===== src/hw/rtl/ir_carrier_uart_transmitter_top_defines.svh =====
// Assertion macros for the IR carrier UART transmitter RTL.
`ifndef IR_CARRIER_UART_TRANSMITTER_TOP_DEFINES_SVH
`define IR_CARRIER_UART_TRANSMITTER_TOP_DEFINES_SVH

`ifndef SYNTHESIS
// Same-cycle implication, checked outside reset.
`define IRCUT_ASSERT_IMPLIES(label, clk, rstn, cond, expr) \
    label: assert property (@(posedge clk) disable iff (!(rstn)) (cond) |-> (expr)) \
        else $error("assertion failed");
// Next-cycle implication, checked outside reset.
`define IRCUT_ASSERT_NEXT(label, clk, rstn, cond, expr) \
    label: assert property (@(posedge clk) disable iff (!(rstn)) (cond) |=> (expr)) \
        else $error("assertion failed");
`else
`define IRCUT_ASSERT_IMPLIES(label, clk, rstn, cond, expr)
`define IRCUT_ASSERT_NEXT(label, clk, rstn, cond, expr)
`endif

`endif


===== src/hw/rtl/ircut_pkg.sv =====
// Package with types and constants for the IR carrier UART transmitter.
package ircut_pkg;

    localparam int unsigned HALF_PERIOD_W   = 16;
    localparam int unsigned CYCLES_W        = 8;
    localparam int unsigned HALF_INDEX_W    = 9;
    localparam int unsigned BIT_POS_W       = 4;
    localparam int unsigned BYTE_W          = 8;
    localparam int unsigned CFG_DATA_W      = 16;
    localparam int unsigned OUT_TDATA_W     = 8;

    localparam logic [HALF_PERIOD_W-1:0] HALF_PERIOD_RESET = 16'd13;
    localparam logic [CYCLES_W-1:0]      CYCLES_RESET      = 8'd16;

    // Frame layout: start bit at position 0, stop bit at STOP_POS.
    localparam logic [BIT_POS_W-1:0] STOP_POS   = 4'd9;
    localparam logic [BIT_POS_W-1:0] FRAME_BITS = 4'd10;

    // Configuration register indexes.
    typedef enum logic [0:0] {
        CFG_HALF_PERIOD = 1'b0,
        CFG_CYCLES      = 1'b1
    } cfg_index_t;

    // Input operation codes carried in tuser.
    typedef enum logic [0:0] {
        OP_TICK = 1'b0,
        OP_SEND = 1'b1
    } op_t;

    // Live configuration handed from the register block to the core.
    typedef struct packed {
        logic [HALF_PERIOD_W-1:0] half_period_ticks;
        logic [CYCLES_W-1:0]      carrier_cycles_per_bit;
    } cfg_t;

endpackage


===== src/hw/rtl/ircut_cfg.sv =====
// Configuration register block for the IR carrier UART transmitter.
module ircut_cfg (
    input  logic                              aclk,
    input  logic                              aresetn,
    input  logic                              cfg_we,
    input  logic [0:0]                        cfg_index,
    input  logic [ircut_pkg::CFG_DATA_W-1:0]  cfg_wdata,
    output ircut_pkg::cfg_t                   cfg
);

    logic [ircut_pkg::HALF_PERIOD_W-1:0] half_period_reg;
    logic [ircut_pkg::CYCLES_W-1:0]      cycles_reg;

    // Register writes; the lower bits of the write data are kept.
    always_ff @(posedge aclk) begin
        if (!aresetn) begin
            half_period_reg <= ircut_pkg::HALF_PERIOD_RESET;
            cycles_reg      <= ircut_pkg::CYCLES_RESET;
        end else if (cfg_we) begin
            case (ircut_pkg::cfg_index_t'(cfg_index))
                ircut_pkg::CFG_HALF_PERIOD: begin
                    half_period_reg <= cfg_wdata[ircut_pkg::HALF_PERIOD_W-1:0];
                end
                ircut_pkg::CFG_CYCLES: begin
                    cycles_reg <= cfg_wdata[ircut_pkg::CYCLES_W-1:0];
                end
                default: begin
                end
            endcase
        end
    end

    assign cfg.half_period_ticks      = half_period_reg;
    assign cfg.carrier_cycles_per_bit = cycles_reg;

endmodule


===== src/hw/rtl/ircut_core.sv =====
// Frame sequencer and result register of the IR carrier UART transmitter.
`include "ir_carrier_uart_transmitter_top_defines.svh"

module ircut_core (
    input  logic                                 aclk,
    input  logic                                 aresetn,
    input  ircut_pkg::cfg_t                      cfg,
    input  logic                                 s_tvalid,
    output logic                                 s_tready,
    input  logic [ircut_pkg::BYTE_W-1:0]         s_tdata,
    input  logic                                 s_tuser,
    output logic                                 m_tvalid,
    input  logic                                 m_tready,
    output logic [ircut_pkg::OUT_TDATA_W-1:0]    m_tdata
);

    localparam int unsigned HPW = ircut_pkg::HALF_PERIOD_W;
    localparam int unsigned HIW = ircut_pkg::HALF_INDEX_W;
    localparam int unsigned BPW = ircut_pkg::BIT_POS_W;

    // Frame state.
    logic [ircut_pkg::BYTE_W-1:0] shift_reg, shift_next;
    logic [BPW-1:0]               pos_reg, pos_next;
    logic [HPW-1:0]               tick_reg, tick_next;
    logic [HIW-1:0]               half_reg, half_next;
    logic                         sending_reg, sending_next;

    // Result register.
    logic out_valid_reg, out_valid_next;
    logic res_level_reg, res_level_next;
    logic res_busy_reg, res_busy_next;
    logic res_rej_reg, res_rej_next;
    logic res_done_reg, res_done_next;

    logic                 accept;
    logic [HPW-1:0]       hp;
    logic [HIW-1:0]       halves;
    logic                 bit_value;
    logic [HPW:0]         tick_inc;
    logic [HIW:0]         half_inc;
    logic [BPW-1:0]       pos_inc;
    logic [2:0]           data_sel;
    logic                 half_wrap;
    logic                 bit_wrap;
    logic                 frame_end;

    // A new transaction enters whenever the result register is empty or draining.
    assign s_tready = !out_valid_reg || m_tready;
    assign accept   = s_tvalid && s_tready;

    // Effective limits: a zero register acts as one.
    assign hp = (cfg.half_period_ticks == '0) ? HPW'(1) : cfg.half_period_ticks;
    assign halves = (cfg.carrier_cycles_per_bit == '0) ? HIW'(2)
                  : {cfg.carrier_cycles_per_bit, 1'b0};

    // Value of the frame bit in progress.
    assign data_sel = 3'(pos_reg - BPW'(1));
    always_comb begin
        if (pos_reg == '0) begin
            bit_value = 1'b0;
        end else if (pos_reg >= ircut_pkg::STOP_POS) begin
            bit_value = 1'b1;
        end else begin
            bit_value = shift_reg[data_sel];
        end
    end

    // Counter increments and rollover conditions.
    assign tick_inc  = {1'b0, tick_reg} + (HPW+1)'(1);
    assign half_inc  = {1'b0, half_reg} + (HIW+1)'(1);
    assign pos_inc   = pos_reg + BPW'(1);
    assign half_wrap = (tick_inc[HPW-1:0] == '0) || (tick_inc[HPW-1:0] >= hp);
    assign bit_wrap  = (half_inc[HIW-1:0] == '0) || (half_inc[HIW-1:0] >= halves);
    assign frame_end = (pos_inc >= ircut_pkg::FRAME_BITS) || (pos_inc == '0);

    // Next state and result for the accepted transaction.
    always_comb begin
        shift_next     = shift_reg;
        pos_next       = pos_reg;
        tick_next      = tick_reg;
        half_next      = half_reg;
        sending_next   = sending_reg;
        res_level_next = res_level_reg;
        res_busy_next  = res_busy_reg;
        res_rej_next   = res_rej_reg;
        res_done_next  = res_done_reg;
        out_valid_next = out_valid_reg && !m_tready;
        if (accept) begin
            out_valid_next = 1'b1;
            res_level_next = 1'b0;
            res_rej_next   = 1'b0;
            res_done_next  = 1'b0;
            case (ircut_pkg::op_t'(s_tuser))
                ircut_pkg::OP_SEND: begin
                    if (sending_reg) begin
                        res_rej_next = 1'b1;
                    end else begin
                        shift_next   = s_tdata;
                        pos_next     = '0;
                        tick_next    = '0;
                        half_next    = '0;
                        sending_next = 1'b1;
                    end
                end
                ircut_pkg::OP_TICK: begin
                    if (sending_reg) begin
                        res_level_next = !bit_value && !half_reg[0];
                        tick_next      = tick_inc[HPW-1:0];
                        if (half_wrap) begin
                            tick_next = '0;
                            half_next = half_inc[HIW-1:0];
                            if (bit_wrap) begin
                                half_next = '0;
                                pos_next  = pos_inc;
                                if (frame_end) begin
                                    pos_next      = '0;
                                    sending_next  = 1'b0;
                                    res_done_next = 1'b1;
                                end
                            end
                        end
                    end
                end
                default: begin
                end
            endcase
            res_busy_next = sending_next;
        end
    end

    // Control state with reset.
    always_ff @(posedge aclk) begin
        if (!aresetn) begin
            sending_reg   <= 1'b0;
            out_valid_reg <= 1'b0;
            pos_reg       <= '0;
            tick_reg      <= '0;
            half_reg      <= '0;
            shift_reg     <= '0;
        end else begin
            sending_reg   <= sending_next;
            out_valid_reg <= out_valid_next;
            pos_reg       <= pos_next;
            tick_reg      <= tick_next;
            half_reg      <= half_next;
            shift_reg     <= shift_next;
        end
    end

    // Result payload needs no reset.
    always_ff @(posedge aclk) begin
        res_level_reg <= res_level_next;
        res_busy_reg  <= res_busy_next;
        res_rej_reg   <= res_rej_next;
        res_done_reg  <= res_done_next;
    end

    assign m_tvalid = out_valid_reg;
    assign m_tdata  = {4'b0000, res_done_reg, res_rej_reg, res_busy_reg, res_level_reg};

    // A finished frame leaves the block idle, and a rejected send means a frame runs.
    `IRCUT_ASSERT_IMPLIES(a_done_idle, aclk, aresetn, m_tvalid && res_done_reg, !res_busy_reg)
    `IRCUT_ASSERT_IMPLIES(a_rej_busy, aclk, aresetn, m_tvalid && res_rej_reg, res_busy_reg)
    // The carrier is only driven while a frame is still running.
    `IRCUT_ASSERT_IMPLIES(a_level_busy, aclk, aresetn, m_tvalid && res_level_reg, res_busy_reg)
    // A frame ends only through its stop bit, which is reported as done.
    `IRCUT_ASSERT_NEXT(a_end_done, aclk, aresetn, sending_reg && !sending_next, res_done_reg)

endmodule


===== src/hw/rtl/ir_carrier_uart_transmitter_top.sv =====
// Top level of the IR carrier-modulated 8N1 UART transmitter.
//
//  Channel | Direction | Payload
//  s_      | in        | tdata[7:0] data_byte, tuser[0] op (0 tick, 1 send)
//  m_      | out       | tdata[0] ir_level, [1] busy_res, [2] rejected, [3] byte_done
//  cfg_    | in        | index 0 half_period_ticks, index 1 carrier_cycles_per_bit
//
// Every transaction yields one result, registered in the cycle after it is accepted.
// The frame counters update in one pass, and a new transaction is accepted every
// cycle except while the result register holds a stalled result not yet draining.
// aresetn is synchronous; reset leaves the block idle with default settings.
module ir_carrier_uart_transmitter_top (
    input  logic        aclk,
    input  logic        aresetn,
    input  logic        s_tvalid,
    output logic        s_tready,
    input  logic [7:0]  s_tdata,    // [7:0] data_byte
    input  logic        s_tuser,    // [0] op
    output logic        m_tvalid,
    input  logic        m_tready,
    output logic [7:0]  m_tdata,    // [0] ir_level, [1] busy_res, [2] rejected,
                                    // [3] byte_done, [7:4] zero
    input  logic        cfg_we,
    input  logic [0:0]  cfg_index,
    input  logic [15:0] cfg_wdata
);

    ircut_pkg::cfg_t cfg;

    // Configuration registers.
    ircut_cfg u_cfg (
        .aclk      (aclk),
        .aresetn   (aresetn),
        .cfg_we    (cfg_we),
        .cfg_index (cfg_index),
        .cfg_wdata (cfg_wdata),
        .cfg       (cfg)
    );

    // Frame sequencer with result register.
    ircut_core u_core (
        .aclk     (aclk),
        .aresetn  (aresetn),
        .cfg      (cfg),
        .s_tvalid (s_tvalid),
        .s_tready (s_tready),
        .s_tdata  (s_tdata),
        .s_tuser  (s_tuser),
        .m_tvalid (m_tvalid),
        .m_tready (m_tready),
        .m_tdata  (m_tdata)
    );

endmodule


===== config.mk =====
export PLATFORM = sky130hd
export DESIGN_NAME = ir_carrier_uart_transmitter_top
export DESIGN_NICKNAME = d
export VERILOG_FILES = /design/src/hw/rtl/ircut_pkg.sv /design/src/hw/rtl/ircut_cfg.sv /design/src/hw/rtl/ircut_core.sv /design/src/hw/rtl/ir_carrier_uart_transmitter_top.sv
export VERILOG_INCLUDE_DIRS = /design/src /design/src/hw/rtl
export SDC_FILE = /design/constraint.sdc
export NUM_CORES = 1
export LEC_CHECK = 0
export BUFFER_PORTS_ARGS = -buffer_cell sky130_fd_sc_hd__buf_4
export CAP_MARGIN = 20
export CORE_ASPECT_RATIO = 1.2
export CORE_MARGIN = 4
export CORE_UTILIZATION = 30
export DETAILED_ROUTE_END_ITERATION = 7
export SLEW_MARGIN = 20
export SYNTH_ARGS = -nofsm -noshare
export SYNTH_HDL_FRONTEND = slang
export SYNTH_SLANG_ARGS = --single-unit

===== constraint.sdc =====
create_clock -name aclk -period 5.9 [get_ports aclk]
set_clock_uncertainty 0.15 [all_clocks]
set_input_delay 0.59 -clock aclk [delete_from_list [all_inputs] [get_ports aclk]]
set_output_delay 0.59 -clock aclk [all_outputs]
set_load 0.02 [all_outputs]

Yosys cells after proc, flatten, opt, wreduce, memory -nomap -nowiden
Cells that the tools add are included.

Output and inout bits: 10. Input bits: 31. Word-level logic and storage cells: 84. Flip-flop bits (word level): 67.

Muxes and demuxes: 29. Order comparisons: 5. Equality and inequality tests: 4. Bitwise operators: 5. Reduce and logical (&&, ||, !) cells: 25. $add $sub $neg: 4.

Operators with widths (number): 2-to-1 mux 16 bit (4); 2-to-1 mux 9 bit (5); zero test 16 bit (2); case mux 16 bit (2 select lines) (1); 2-to-1 mux 4 bit (5); case mux 9 bit (2 select lines) (1); adder 16 x 1 -> 16 bit (second input constant) (1); greater-or-equal comparator 16 bit (1); 2-to-1 mux 1 bit (10); adder 9 x 1 -> 9 bit (second input constant) (1); greater-or-equal comparator 9 bit (1); zero test 9 bit (1); greater-or-equal comparator 4 bit (second input constant) (2); zero test 4 bit (2); zero test 8 bit (1); case mux 4 bit (2 select lines) (1); != test 2 x 1 -> 1 bit (second input constant) (3); AND reduction 3 bit (2); NOT 1 bit (5); AND reduction 5 bit (1); adder 4 x 1 -> 4 bit (second input constant) (1); zero test 1 bit (4); logical OR 1 bit (4); < comparator 3 x 4 -> 1 bit (second input constant) (1); other kinds (9) (12).

Longest topological paths before layout
Depth after elaboration: 8. Mapped depth: 14. Mapped depth without buffers: 12.

Hierarchy
From an unflattened synthesis, not the netlist that was laid out.

Cell total of the unflattened synthesis: 516. Area, all modules: 4316.6 µm².

By module, submodules not included: ircut_core (instances 1, area each 3349.5 µm², cells each 414, sequential area each 900.9 µm²); ircut_cfg (instances 1, area each 967.2 µm², cells each 102, sequential area each 480.5 µm²).

Worst setup path before layout
No wires, ideal clock.

Path type: reg2reg. Start: reg u_core.tick_reg[0]. End: reg u_core.tick_reg[0]. Buffers on the path: 0. Arrival time: 3.304 ns. Period minus slack after synthesis: 3.525 ns. Cell stages (with the launch flop): 13. Setup slack: 2.375 ns. Required time: 5.680 ns. Setup time: 0.070 ns. Path through: dfxtp_1 > ha_1 > nand3_2 > nor3_2 > nand3_1 > xnor2_1 > ha_1 > a21o_1 > a21o_1 > a211oi_1 > o211ai_2 > or3_1 > a21oi_1.

Word-level cells in the longest chain between the ends: 6. Elaborated cells between the ends (all ways): 7. Classes of those cells: add/sub (1); order compare (1); mux (3); reduce/logical (2).

RTL lines: start: declaration (line ircut_core.sv:24) `logic [HPW-1:0] tick_reg, tick_next;`; start signal: assignment (line ircut_core.sv:144) `tick_reg <= tick_next;`; adder 16 x 1 -> 16 bit * (line ircut_core.sv:69) `assign tick_inc = {1'b0, tick_reg} + (HPW+1)'(1);`; greater-or-equal comparator 16 bit / zero test 16 bit (equally long branches) (line ircut_core.sv:72) `assign half_wrap = (tick_inc[HPW-1:0] == '0) || (tick_inc[HPW-1:0] >= hp);`; logical OR 1 bit (line ircut_core.sv:72); 2-to-1 mux 16 bit * (line ircut_core.sv:109) `if (half_wrap) begin`; 2-to-1 mux 16 bit * (line ircut_core.sv:106) `if (sending_reg) begin`; case mux 16 bit (2 select lines) * (line ircut_core.sv:93) `case (ircut_pkg::op_t'(s_tuser))`.

Every way passes the cells marked *; elsewhere a longest branch is shown, timed or not. The select of a mux whose other input is x is not followed. A chain may end at the register's enable or synchronous reset.

Worst setup path after layout
Same ends and word-level chain as after synthesis.

==> run summary <==
The biggest area consumer among synthesized cells is sky130_fd_sc_hd__dfxtp_1. The number of hold violations in the final report is 0. The flow ran to the end, and the final reports show no timing, DRC or antenna violations. The worst-case IR drop observed on VDD is 134 uV. The via-per-instance ratio is 5.22. The average wire per standard cell is 14.3 microns. The count of routing violations after the opening detailed-route iteration is 221. The max-slew violation count came out at 0. The total standard cell area after synthesis came out at 4330 sq um.

The TritonCTS sink count is 67. The final weighted congestion of routability-driven global placement is 0.850. Among all stages on the critical path, the largest delay is contributed by sky130_fd_sc_hd__a211oi_1. Dividing total power by cell area gives a power density of 233 nW/um^2.

Setup repair after global routing left no endpoint under its margin. For this configuration, the core starts out at a cell density of 0.309. STA classifies the critical path startpoint as a register.

In the post-synthesis netlist, the cell with the most instances is sky130_fd_sc_hd__nand2_1. The CTS tree is built. The endpoint required time on the critical path came out at 6.01 ns. The share of synthesized area occupied by flip-flops and latches came out at 0.319. The commonest cells after synthesis are sky130_fd_sc_hd__nand2_1, sky130_fd_sc_hd__dfxtp_1, sky130_fd_sc_hd__a21oi_1. The repair_antennas step left the layout with diodes totalling 0. The overall die width came out at 118 microns. The share of synthesized registers carrying an async set or reset came out at 0. The tool flagged a number of max-cap violations equal to 0. In this run, synthesis produced a sequential element count of 67. The number of instances resized during post-cts repair came out at 0.

For this run, the share of the core covered by cells in the final layout is 0.352. The setup slack after layout came out at 1.84 ns. The post-placement cell count is 717. CTS built an H-tree with a depth of 3. The root buffer cell is sky130_fd_sc_hd__clkbuf_16. The clock latency reported for the late side of the worst-skew pair is 0.33 ns. The critical-path maximum fanout is 9. The layout net count came out at 622. The buffer count from post-CTS setup fixing is 0. The quantity of hold-fixing buffers added after cts is 0. The number of ports placed on the die boundary came out at 41. The average cell area after synthesis came out at 7.93 sq um. The maximum frequency from static timing analysis came out at 246 MHz. The part of the cycle the worst path needs came out at 0.689. The leakage dissipation came out at 1.99 nW. The HPWL after detailed placement is 7840 microns. The clock buffer count from CTS came out at 9. The number of antenna violations at the first check in global routing is 0.

The worst setup path is captured at a register. The maximum number of pins on one net before global-route repair is 41. The floorplan has 47 rows.

The max-slew headroom at the worst pin is 0.439. The shortest clock period the worst path allows after layout came out at 4.06 ns. The path class of the tightest hold or removal check is reg -> reg. The first detailed-routing pass ran for 4 iterations.

The total number of yosys warnings is 0. Summing over every cut layer, the via total after detailed routing is 3824. At the placement stage, the worst setup path has a slack of 1.85 ns. The data arrival time of the worst path is 4.17 ns. The slew at the pin with the worst max-slew slack came out at 0.839 ns. The number of buffers on the longest clock path is 2.

The accumulated negative setup slack is 0 ns. The floorplan step set the die height to 140 microns. After synthesis, the cell types taking the most area are sky130_fd_sc_hd__dfxtp_1, sky130_fd_sc_hd__ha_1, sky130_fd_sc_hd__nand2_1. The setup path with the least slack is of type reg -> reg. The post-CTS clock slew at the launch and capture registers of the worst setup and hold paths came out at 0.05 ns.

The total overflow left after global routing is 0. The kind of cell with the highest combined delay along the critical path is compound AO/OA/AOI/OAI gates. The port buffer count came out at 36.

The wire length reported by the detailed router is 10500 microns. The synthesized netlist contains 72 unique library cells. The fraction of final layout cells sized beyond drive strength 1 came out at 0.132. The first global-routing pass estimated 18000 microns of wire. The total routing usage reported by global routing came out at 0.131.

The commonest register cell after synthesis is sky130_fd_sc_hd__dfxtp_1. In the routed design, unresolved DRC markers number 0. The area of the die came out at 16400 sq um. The number of global-route vias before repair was 3761. The top-area cell type share of the netlist area came out at 0.291. Yosys mapped a number of flops with a built-in enable equal to 4. The synthesis-to-layout area growth is 13.8%. The placeable core region is 14000 sq um.

The final non-filler cell total is 733. The post-route antenna net violation count came out at 0. In this design, the stage delay of the slowest critical-path cell is 0.50 ns. The buffers plus inverters on the worst setup path came out at 0.

Synthesis produced 546 cells. Setup violations remaining at the end of the flow were counted as 0. The signal on the critical path passes through ha_1 -> nand3_2 -> nor3_2 -> nand3_1 -> xnor2_1 -> ha_1 -> a21o_1 -> a21o_1 -> a211oi_1 -> o211ai_2 -> or3_1 -> a21oi_1.
## report_power, final
group | leakage (nW) | internal (W) | switching [W]
Combinational | 1.28 | 0.0000441 | 0.0000736
Sequential | 0.552 | 0.000471 | 0.0000106
Clock | 0.153 | 0.000339 | 0.000209
## path summary, 6_finish.rpt
check	start	endpoint	slack, ns	depth (start not counted)
max reg2reg	u_core.tick_reg[0]$_SDFFE_PN0P_	u_core.tick_reg[0]$_SDFFE_PN0P_	1.84	12
min	u_core.shift_reg[5]$_SDFFE_PN0P_	u_core.shift_reg[5]$_SDFFE_PN0P_	0.31	2
max	u_core.tick_reg[0]$_SDFFE_PN0P_	u_core.tick_reg[0]$_SDFFE_PN0P_	1.84	12
min reg2reg	u_core.shift_reg[5]$_SDFFE_PN0P_	u_core.shift_reg[5]$_SDFFE_PN0P_	0.31	2
## cells in the final DEF, fill, tap and decap left out, types with 10 or more instances in the layout
cell type	n
sky130_fd_sc_hd__dfxtp_1	63
sky130_fd_sc_hd__nor2_1	21
sky130_fd_sc_hd__xnor2_1	15
sky130_fd_sc_hd__ha_1	34
sky130_fd_sc_hd__a21oi_1	45
sky130_fd_sc_hd__nand4_1	10
sky130_fd_sc_hd__inv_1	35
sky130_fd_sc_hd__nand2_1	95
sky130_fd_sc_hd__nand3_1	43
sky130_fd_sc_hd__buf_4	37
sky130_fd_sc_hd__nor3_1	15
## final cells by class
class / instances / area, sq um
clock inverter: 6 / 63.8
sequential: 67 / 1380
fill: 1464 / 9070
timing repair buffer: 37 / 278
inverter: 36 / 135
clock buffer: 10 / 239
multi-input combinational: 406 / 2610
tap: 171 / 214
## cell families (layout without fill, tap and decap cells)
group | Yosys count | in the layout | share of synthesized area
adder cells (fa/ha/maj) | 34 | 34 | 0.0983
buffers and inverters | 76 | 89 | 0.0804
multiplexers | 10 | 10 | 0.0292
flip-flops | 67 | 67 | 0.319
XOR/XNOR | 24 | 24 | 0.0486
AO/OA/AOI/OAI | 103 | 103 | 0.156
AND/OR/NAND/NOR | 231 | 231 | 0.267
other | 1 | 4 | 0.000866
## metrics by stage
stage          area (sq um)  hold WS (ns)  total power [W]
3_3_place_gp           4620         0.290         0.000606
4_1_cts                4920         0.313          0.00116
5_1_grt                4920         0.328          0.00119
3_5_place_dp           4620         0.305         0.000610
6_report               4920         0.310          0.00115
2_1_floorplan          4340         0.283         0.000572
## per-layer routing
layer | up-vias | part of all wire | routed length (microns) | GRT usage
met2 | 75 | 0.49 | 5140 | 0.226
met3 | 21 | 0.036 | 376 | 0.0207
met1 | 1783 | 0.45 | 4700 | 0.159
li1 | 1945 | - | - | -
met4 | 0 | 0.025 | 261 | 0.0617
met5 | - | 0 | 0 | 0
## worst reg2reg max path, cell delays in order, from the launching register on
cell and delay [ns]:
sky130_fd_sc_hd__dfxtp_1 0.47, sky130_fd_sc_hd__ha_1 0.32, sky130_fd_sc_hd__nand3_2 0.23, sky130_fd_sc_hd__nor3_2 0.41
sky130_fd_sc_hd__nand3_1 0.14, sky130_fd_sc_hd__xnor2_1 0.22, sky130_fd_sc_hd__ha_1 0.28, sky130_fd_sc_hd__a21o_1 0.18
sky130_fd_sc_hd__a21o_1 0.17, sky130_fd_sc_hd__a211oi_1 0.50, sky130_fd_sc_hd__o211ai_2 0.36, sky130_fd_sc_hd__or3_1 0.43
sky130_fd_sc_hd__a21oi_1 0.14
(Power assumes the default switching activity.)
